### config.mk
export PLATFORM = sky130hd
export DESIGN_NAME = pal2rgba_texel
export DESIGN_NICKNAME = d
export VERILOG_FILES = /design/src/hw/rtl/pal2rgba_pkg.sv /design/src/hw/rtl/pal2rgba_texel.sv
export SDC_FILE = /design/constraint.sdc
export NUM_CORES = 1
export LEC_CHECK = 0
export BUFFER_PORTS_ARGS = -buffer_cell sky130_fd_sc_hd__buf_4
export CORE_AREA = 5 5 55 57
export DETAILED_ROUTE_END_ITERATION = 8
export DIE_AREA = 0 0 60 62
export PLACE_DENSITY = 0.77
export SETUP_SLACK_MARGIN = 0.02
export SKIP_CTS_REPAIR_TIMING = 1
export SLEW_MARGIN = 20
export SYNTH_ARGS = -nofsm -noshare
export SYNTH_HDL_FRONTEND = slang
export SYNTH_SLANG_ARGS = --single-unit
### constraint.sdc
create_clock -name clk -period 1.2 [get_ports clk]
set_input_delay 0.12 -clock clk [delete_from_list [all_inputs] [get_ports clk]]
set_output_delay 0.12 -clock clk [all_outputs]
set_load 0.02 [all_outputs]
### src/hw/rtl/pal2rgba_pkg.sv
// shared types and constants for the palette index to rgba converter
package pal2rgba_pkg;

	localparam int PAL_DEPTH   = 256;
	localparam int PAL_AW      = 8;
	localparam int COLOR_W     = 24;
	localparam int RGBA_W      = 32;
	localparam int FMT_W       = 3;
	localparam int CFG_IDX_W   = 1;
	localparam int CFG_DATA_W  = 2;

	localparam logic [PAL_AW-1:0] KEY_INDEX = 8'hFF;
	localparam logic [7:0]        ALPHA_FULL = 8'hFF;

	// configuration register indexes
	localparam logic [CFG_IDX_W-1:0] CFG_MODE   = 1'b0;
	localparam logic [CFG_IDX_W-1:0] CFG_DITHER = 1'b1;

	// input function codes
	localparam logic FUNC_WRITE   = 1'b0;
	localparam logic FUNC_CONVERT = 1'b1;

	typedef enum logic [1:0] {
		MODE_OPAQUE   = 2'd0,
		MODE_ALPHA    = 2'd1,
		MODE_GRADIENT = 2'd2,
		MODE_RGBA     = 2'd3
	} mode_t;

	// reported texture formats
	localparam logic [FMT_W-1:0] FMT_OPAQUE   = 3'd0;
	localparam logic [FMT_W-1:0] FMT_ALPHA    = 3'd1;
	localparam logic [FMT_W-1:0] FMT_GRADIENT = 3'd2;
	localparam logic [FMT_W-1:0] FMT_RGBA     = 3'd3;
	localparam logic [FMT_W-1:0] FMT_INVALID  = 3'd4;

	// pixel held in the first stage
	typedef struct packed {
		logic              advance;
		logic              last;
		logic [PAL_AW-1:0] index;
	} texel_ctrl_t;

	// widen one channel by or-ing in its top two bits
	function automatic logic [7:0] widen_channel(input logic [7:0] c);
		widen_channel = c | {6'd0, c[7:6]};
	endfunction

endpackage

### src/hw/rtl/pal2rgba_texel.sv
// texel formation and per-texture format tracking
module pal2rgba_texel (
	input  logic                                clk,
	input  logic                                arst_n,
	input  pal2rgba_pkg::mode_t                 mode,
	input  logic                                dither_enable,
	input  pal2rgba_pkg::texel_ctrl_t           ctrl,
	input  logic [pal2rgba_pkg::COLOR_W-1:0]    pal_color,
	input  logic [pal2rgba_pkg::COLOR_W-1:0]    key_color,
	output logic [pal2rgba_pkg::RGBA_W-1:0]     rgba,
	output logic [pal2rgba_pkg::FMT_W-1:0]      result_format
);

	logic       all_opaque_q;
	logic [1:0] count_q;
	logic [1:0] count_next;
	logic       is_key;
	logic [pal2rgba_pkg::COLOR_W-1:0] wide_color;

	assign is_key     = (ctrl.index == pal2rgba_pkg::KEY_INDEX);
	assign count_next = count_q + 2'd1;

	assign wide_color = {pal2rgba_pkg::widen_channel(pal_color[23:16]),
	                     pal2rgba_pkg::widen_channel(pal_color[15:8]),
	                     pal2rgba_pkg::widen_channel(pal_color[7:0])};

	// word formation per mode
	always_comb begin
		unique case (mode)
			pal2rgba_pkg::MODE_OPAQUE: begin
				rgba = {pal2rgba_pkg::ALPHA_FULL, dither_enable ? wide_color : pal_color};
			end
			pal2rgba_pkg::MODE_ALPHA: begin
				rgba = is_key ? '0 : {pal2rgba_pkg::ALPHA_FULL, pal_color};
			end
			pal2rgba_pkg::MODE_GRADIENT: begin
				rgba = {ctrl.index, key_color};
			end
			default: begin
				rgba = {ctrl.index, pal_color};
			end
		endcase
	end

	// format on the last pixel, zero otherwise
	always_comb begin
		result_format = pal2rgba_pkg::FMT_OPAQUE;
		if (ctrl.last) begin
			unique case (mode)
				pal2rgba_pkg::MODE_OPAQUE: begin
					result_format = (count_next != 2'd0) ? pal2rgba_pkg::FMT_INVALID
					                                     : pal2rgba_pkg::FMT_OPAQUE;
				end
				pal2rgba_pkg::MODE_ALPHA: begin
					result_format = (all_opaque_q && !is_key) ? pal2rgba_pkg::FMT_OPAQUE
					                                          : pal2rgba_pkg::FMT_ALPHA;
				end
				pal2rgba_pkg::MODE_GRADIENT: begin
					result_format = pal2rgba_pkg::FMT_GRADIENT;
				end
				default: begin
					result_format = pal2rgba_pkg::FMT_RGBA;
				end
			endcase
		end
	end

	// tracking moves on when the pixel leaves the stage
	always_ff @(posedge clk or negedge arst_n) begin
		if (!arst_n) begin
			all_opaque_q <= 1'b1;
			count_q      <= 2'd0;
		end else if (ctrl.advance) begin
			if (ctrl.last) begin
				all_opaque_q <= 1'b1;
				count_q      <= 2'd0;
			end else begin
				count_q <= count_next;
				if (is_key) begin
					all_opaque_q <= 1'b0;
				end
			end
		end
	end

endmodule

Word-level counts from Yosys, hierarchy flattened --
Cells that the tools add are included.
Operators by class: $add $sub $neg 1, eq/ne operators 3, multiplexer cells 10, bitwise operators 3, reductions and logical operators 6
Operator list (number):
- $pmux 32 s3 | 1
- $mux 32 | 1
- $mux 24 | 1
- $or 8x2->8 | 3
- $pmux 3 s3 | 1
- $eq 8x8->1 const B | 1
- $mux 3 | 2
- $reduce_bool 2->1 | 2
- $mux 1 | 3
- $add 2x1->2 const B | 1
- $eq 2x1->1 const B | 1
- $eq 2x2->1 const B | 1
- $logic_not 2->1 | 1
- $mux 2 | 1
- $reduce_and 2->1 | 1
- $logic_and 1x1->1 | 1
- $logic_not 1->1 | 1
Storage, ports and cells: bits in registers 3

Longest topological paths before layout --
depth in word-level cells 6, depth in mapped cells 6, gate-level depth less buffers 3

Least setup slack after synthesis --
Ideal clock, no wire load.
path type reg-to-output, start point register count_q[0], end point output result_format[2] in the netlist's numbering, data arrival time 1.292 ns, required time 1.080 ns, slack -0.212 ns, stages on the path, launching flop included 3, buffers on the path 0, cell sequence dfrtp_1 ha_1 nor4b_1
Between the ends: longest elaborated chain between the ends 5
RTL lines:
- from (decl) | line pal2rgba_texel.sv:15 | logic [1:0] count_q;
- from (signal assigned) | line pal2rgba_texel.sv:78 | count_q <= count_next;
- $add 2x1->2 | line pal2rgba_texel.sv:21 | assign count_next = count_q + 2'd1;
- $reduce_bool 2->1 | line pal2rgba_texel.sv:51 | result_format = (count_next != 2'd0) ? pal2rgba_pkg::FMT_INVALID
- $mux 3 | line pal2rgba_texel.sv:51
- $pmux 3 s3 | line pal2rgba_texel.sv:49 | unique case (mode)
- $mux 3 | line pal2rgba_texel.sv:48 | if (ctrl.last) begin
- to (decl) | line pal2rgba_texel.sv:11 | output logic [pal2rgba_pkg::FMT_W-1:0] result_format
Every way passes these cells.

Worst setup path in the final report --
start point register all_opaque_q, end point output result_format[0] in the netlist's numbering
Between the ends: longest elaborated chain between the ends 4
RTL lines:
- from (decl) | line pal2rgba_texel.sv:14 | logic all_opaque_q;
- from (signal assigned) | line pal2rgba_texel.sv:71 | all_opaque_q <= 1'b1;
- from (signal assigned) | line pal2rgba_texel.sv:75 | all_opaque_q <= 1'b1;
- from (signal assigned) | line pal2rgba_texel.sv:80 | all_opaque_q <= 1'b0;
- $logic_and 1x1->1 | line pal2rgba_texel.sv:55 | result_format = (all_opaque_q && !is_key) ? pal2rgba_pkg::FMT_OPAQUE
- $mux 1 | line pal2rgba_texel.sv:55
- $pmux 3 s3 | line pal2rgba_texel.sv:49
- $mux 3 | line pal2rgba_texel.sv:48
Every way passes these cells.

==> impl_metrics.csv <==
group,metric,value,unit
synthesis,yosysTopAreaCellShare,18.2,%
setup_path,worst_setup_path_start_kind,"flop",
global_route,overflow,0,
drt,drc,0,
global_route,grt_pass1_wl,5.18,mm
setup_path,reg2regPathDepth,3,
clocking,insertion_delay,240,ps
die,die_area,3720,um^2
drt,drt_iter0_drc,74,
sta,post-route-min-period,1380,ps
synthesis,ys_types,23,
final_layout,nets,293,
synthesis,syn_area,714,um^2
run,cap_violations,0,
drt,num_vias,1348,
final_layout,finalNonFillerCells,258,
synthesis,synth_top_family_by_area,"simple AND/OR/NAND/NOR gates",
synthesis,synth_top_area_cell,"a21oi_1",
die,start_util,29.4,%
synthesis,yosysSeqAreaShare,10.7,%
placed_design,portBuffers,97,
drt,finalWirelength,3.90,mm
setup_path,critical_path_class,"reg2out",
clocking,cts.htree.levels,1,
synthesis,yosysWarnings,0,
die,die_w,60,um
final_layout,synthToLayoutAreaGrowth,154,%
clocking,cts_buffer_depth,2,
sta,rsz0062_at_grt,"true",
synthesis,synth_edf_count,0,
final_layout,layout-drive-gt1-share,64.0,%
setup_path,rr_endpoint,"count_q[1]",
sta,setup_viol,34,
synthesis,ys_top_cells_by_area,"a21oi_1 18%, nor3_1 17%, nor2_1 11%",
global_route,antenna_found_initial,0,
placed_design,hpwlAfterDp,2.94,mm
placed_design,gp_congestion,0.809,
sta,slew_headroom,71.6,%
run_status,status,"finished, violations left",
drt,drtAntennaViolNets,0,
sta,holdWs,116,ps
final_layout,n_antenna_cell,0,
synthesis,syn_area_per_cell,5.90,um^2
synthesis,synth_cells,121,
sta,setup_ws,-176,ps
setup_path,crit_start,"all_opaque_q",
power_and_ir_drop,ir_worst_vdd,0.643,mV
setup_path,reg2reg_slack,240,ps
die,rows,18,
power_and_ir_drop,p_total,1.06,mW
drt,dr_wl_met3,407,um
drt,wl_met1,1.36,mm
clocking,cts_tree,"yes",
synthesis,synth_xor_area_share,0,%
run_status,violations,"setup timing",
setup_path,cp.required,1080,ps
synthesis,synthArstFlopShare,100,%
min_path,hp-class,"in2reg",
synthesis,yosys.cell_count.top_type,"a21oi_1",
clocking,cts_num_sinks,3,
drt,dr_wl_met2,2.07,mm
sta,clock_skew,0.0194,ps
drt,viasPerCell,5.22,
setup_path,crit_path_end_kind,"primary output",
drt,first_pass_iters,4,
clocking,numCtsBuffers,3,
synthesis,synthAdderAreaFrac,1.75,%
sta,worst_slew_pin_slew,424,ps
drt,highest_layer,"met4",
die,ios,98,
placed_design,dpl-instance-area,1610,um^2
drt,drt-wirelength-per-cell,15.1,um
final_layout,fill_cells,197,
power_and_ir_drop,p_leak,0.908,nW
clocking,cts_root_buf,"clkbuf_4",
die,core,2430,um^2
global_route,grt_max_degree,29,
global_route,grt_util_all_layers,18.0,%
synthesis,synth_ff_type,"dfrtp_1",
setup_path,worstSetupEndpoint,"result_format[0]",
synthesis,synth_compound_area_share,32.6,%
setup_path,cp_max_fo,2,
synthesis,ys_ff_latch,3,
die,dieHeight,62,um
sta,finalCritPeriodShare,115,%
sta,slew_viol_final,0,
synthesis,synthesis.nets,185,
clocking,clkTransAtPathRegs,50,ps
setup_path,worst_r2r_startpoint,"count_q[0]",
final_layout,postLayoutCellArea,1810,um^2
sta,setup_tns,-3720,ps
synthesis,synthTopCellsByCount,"26 x a21oi_1, 24 x nor3_1, 20 x nor2_1",
placed_design,dp_cells,246,
sta,finalHoldViolations,0,
global_route,grt_pass1_vias,1214,
setup_path,worstPathArrival,1260,ps
synthesis,synthMuxAreaShare,2.98,%
synthesis,synthSimpleGateAreaFrac,36.1,%
sta,fmax,0.727,GHz
power_and_ir_drop,pwr_density_cell,583,nW/um^2
[cell usage in the layout (no fill, tap or decap)]
cell type / instances
a211oi_1: 6
o311a_1: 1
dfstp_2: 1
buf_12: 2
clkbuf_1: 1
ha_2: 1
nand4_1: 2
inv_2: 2
o22ai_1: 6
clkbuf_4: 3
and2_1: 1
buf_8: 1
buf_6: 12
nor4_4: 1
nor3_2: 15
dlygate4sd3_1: 1
dfrtp_1: 2
nor3_1: 2
inv_1: 9
nand3b_1: 1
nor2_1: 20
nand2b_1: 1
buf_4: 99
a21oi_1: 26
nor3_4: 7
mux2i_1: 1
o21ai_0: 2
mux2_2: 1
nor4b_2: 1
[stage by stage]
stage	util [%]	setup slack (ps)
floorplan	-	28.8
global placement	66.0	-66.6
detailed placement	66.0	-107
CTS	67.1	-226
global route	74.5	-230
finish	74.5	-176
[worst max-delay path, stage by stage (launching register included)]
cell,delay [ps]
dfstp_2,530
inv_2,30
o311a_1,300
buf_6,140
[worst min path at each step]
stage | to | slack [ps] | depth (start not counted) | from
finish | count_q[1] | 120 | 2 | ctrl[9]
detailed placement | count_q[0] | -90 | 1 | arst_n
CTS | count_q[0] | -350 | 1 | arst_n
global placement | count_q[1] | -90 | 1 | arst_n
global route | count_q[1] | 150 | 2 | ctrl[9]
floorplan | count_q[0] | -180 | 0 | arst_n
[power breakdown]
| group | internal [mW] | switching [mW] |
|---|---|---|
| combinational | 0.391 | 0.347 |
| sequential | 0.113 | 0.00799 |
| clock | 0.126 | 0.0717 |
| total | 0.630 | 0.427 |
[sequential cells by signal, summed over array words and instances, names as in the netlist]
| name | count |
|---|---|
| all_opaque_q | 1 |
| count_q | 2 |
[logic make-up after synthesis]
logic type,after synthesis
compound gates,41
fa+ha+maj,1
buf+inv,23
flops,3
mux,2
simple gates,51
[final cells by class]
class                   instances  area, um^2  share of cell area, %
repair buffers                115         943                   52.1
multi-input cells              95         687                   37.9
flip-flops and latches          3        76.3                   4.21
inverters                      11        41.3                   2.28
well taps                      30        37.5                   2.07
clock buffers                   4        26.3                   1.45
[layer usage]
metal | GRT usage (%) | vias to the layer above
li1 | - | 646
met1 | 19.6 | 628
met2 | 34.9 | 67
met3 | 4.13 | 7
met4 | 4.75 | 0
met5 | 0 | -
Power figures use the tool's default switching activity.
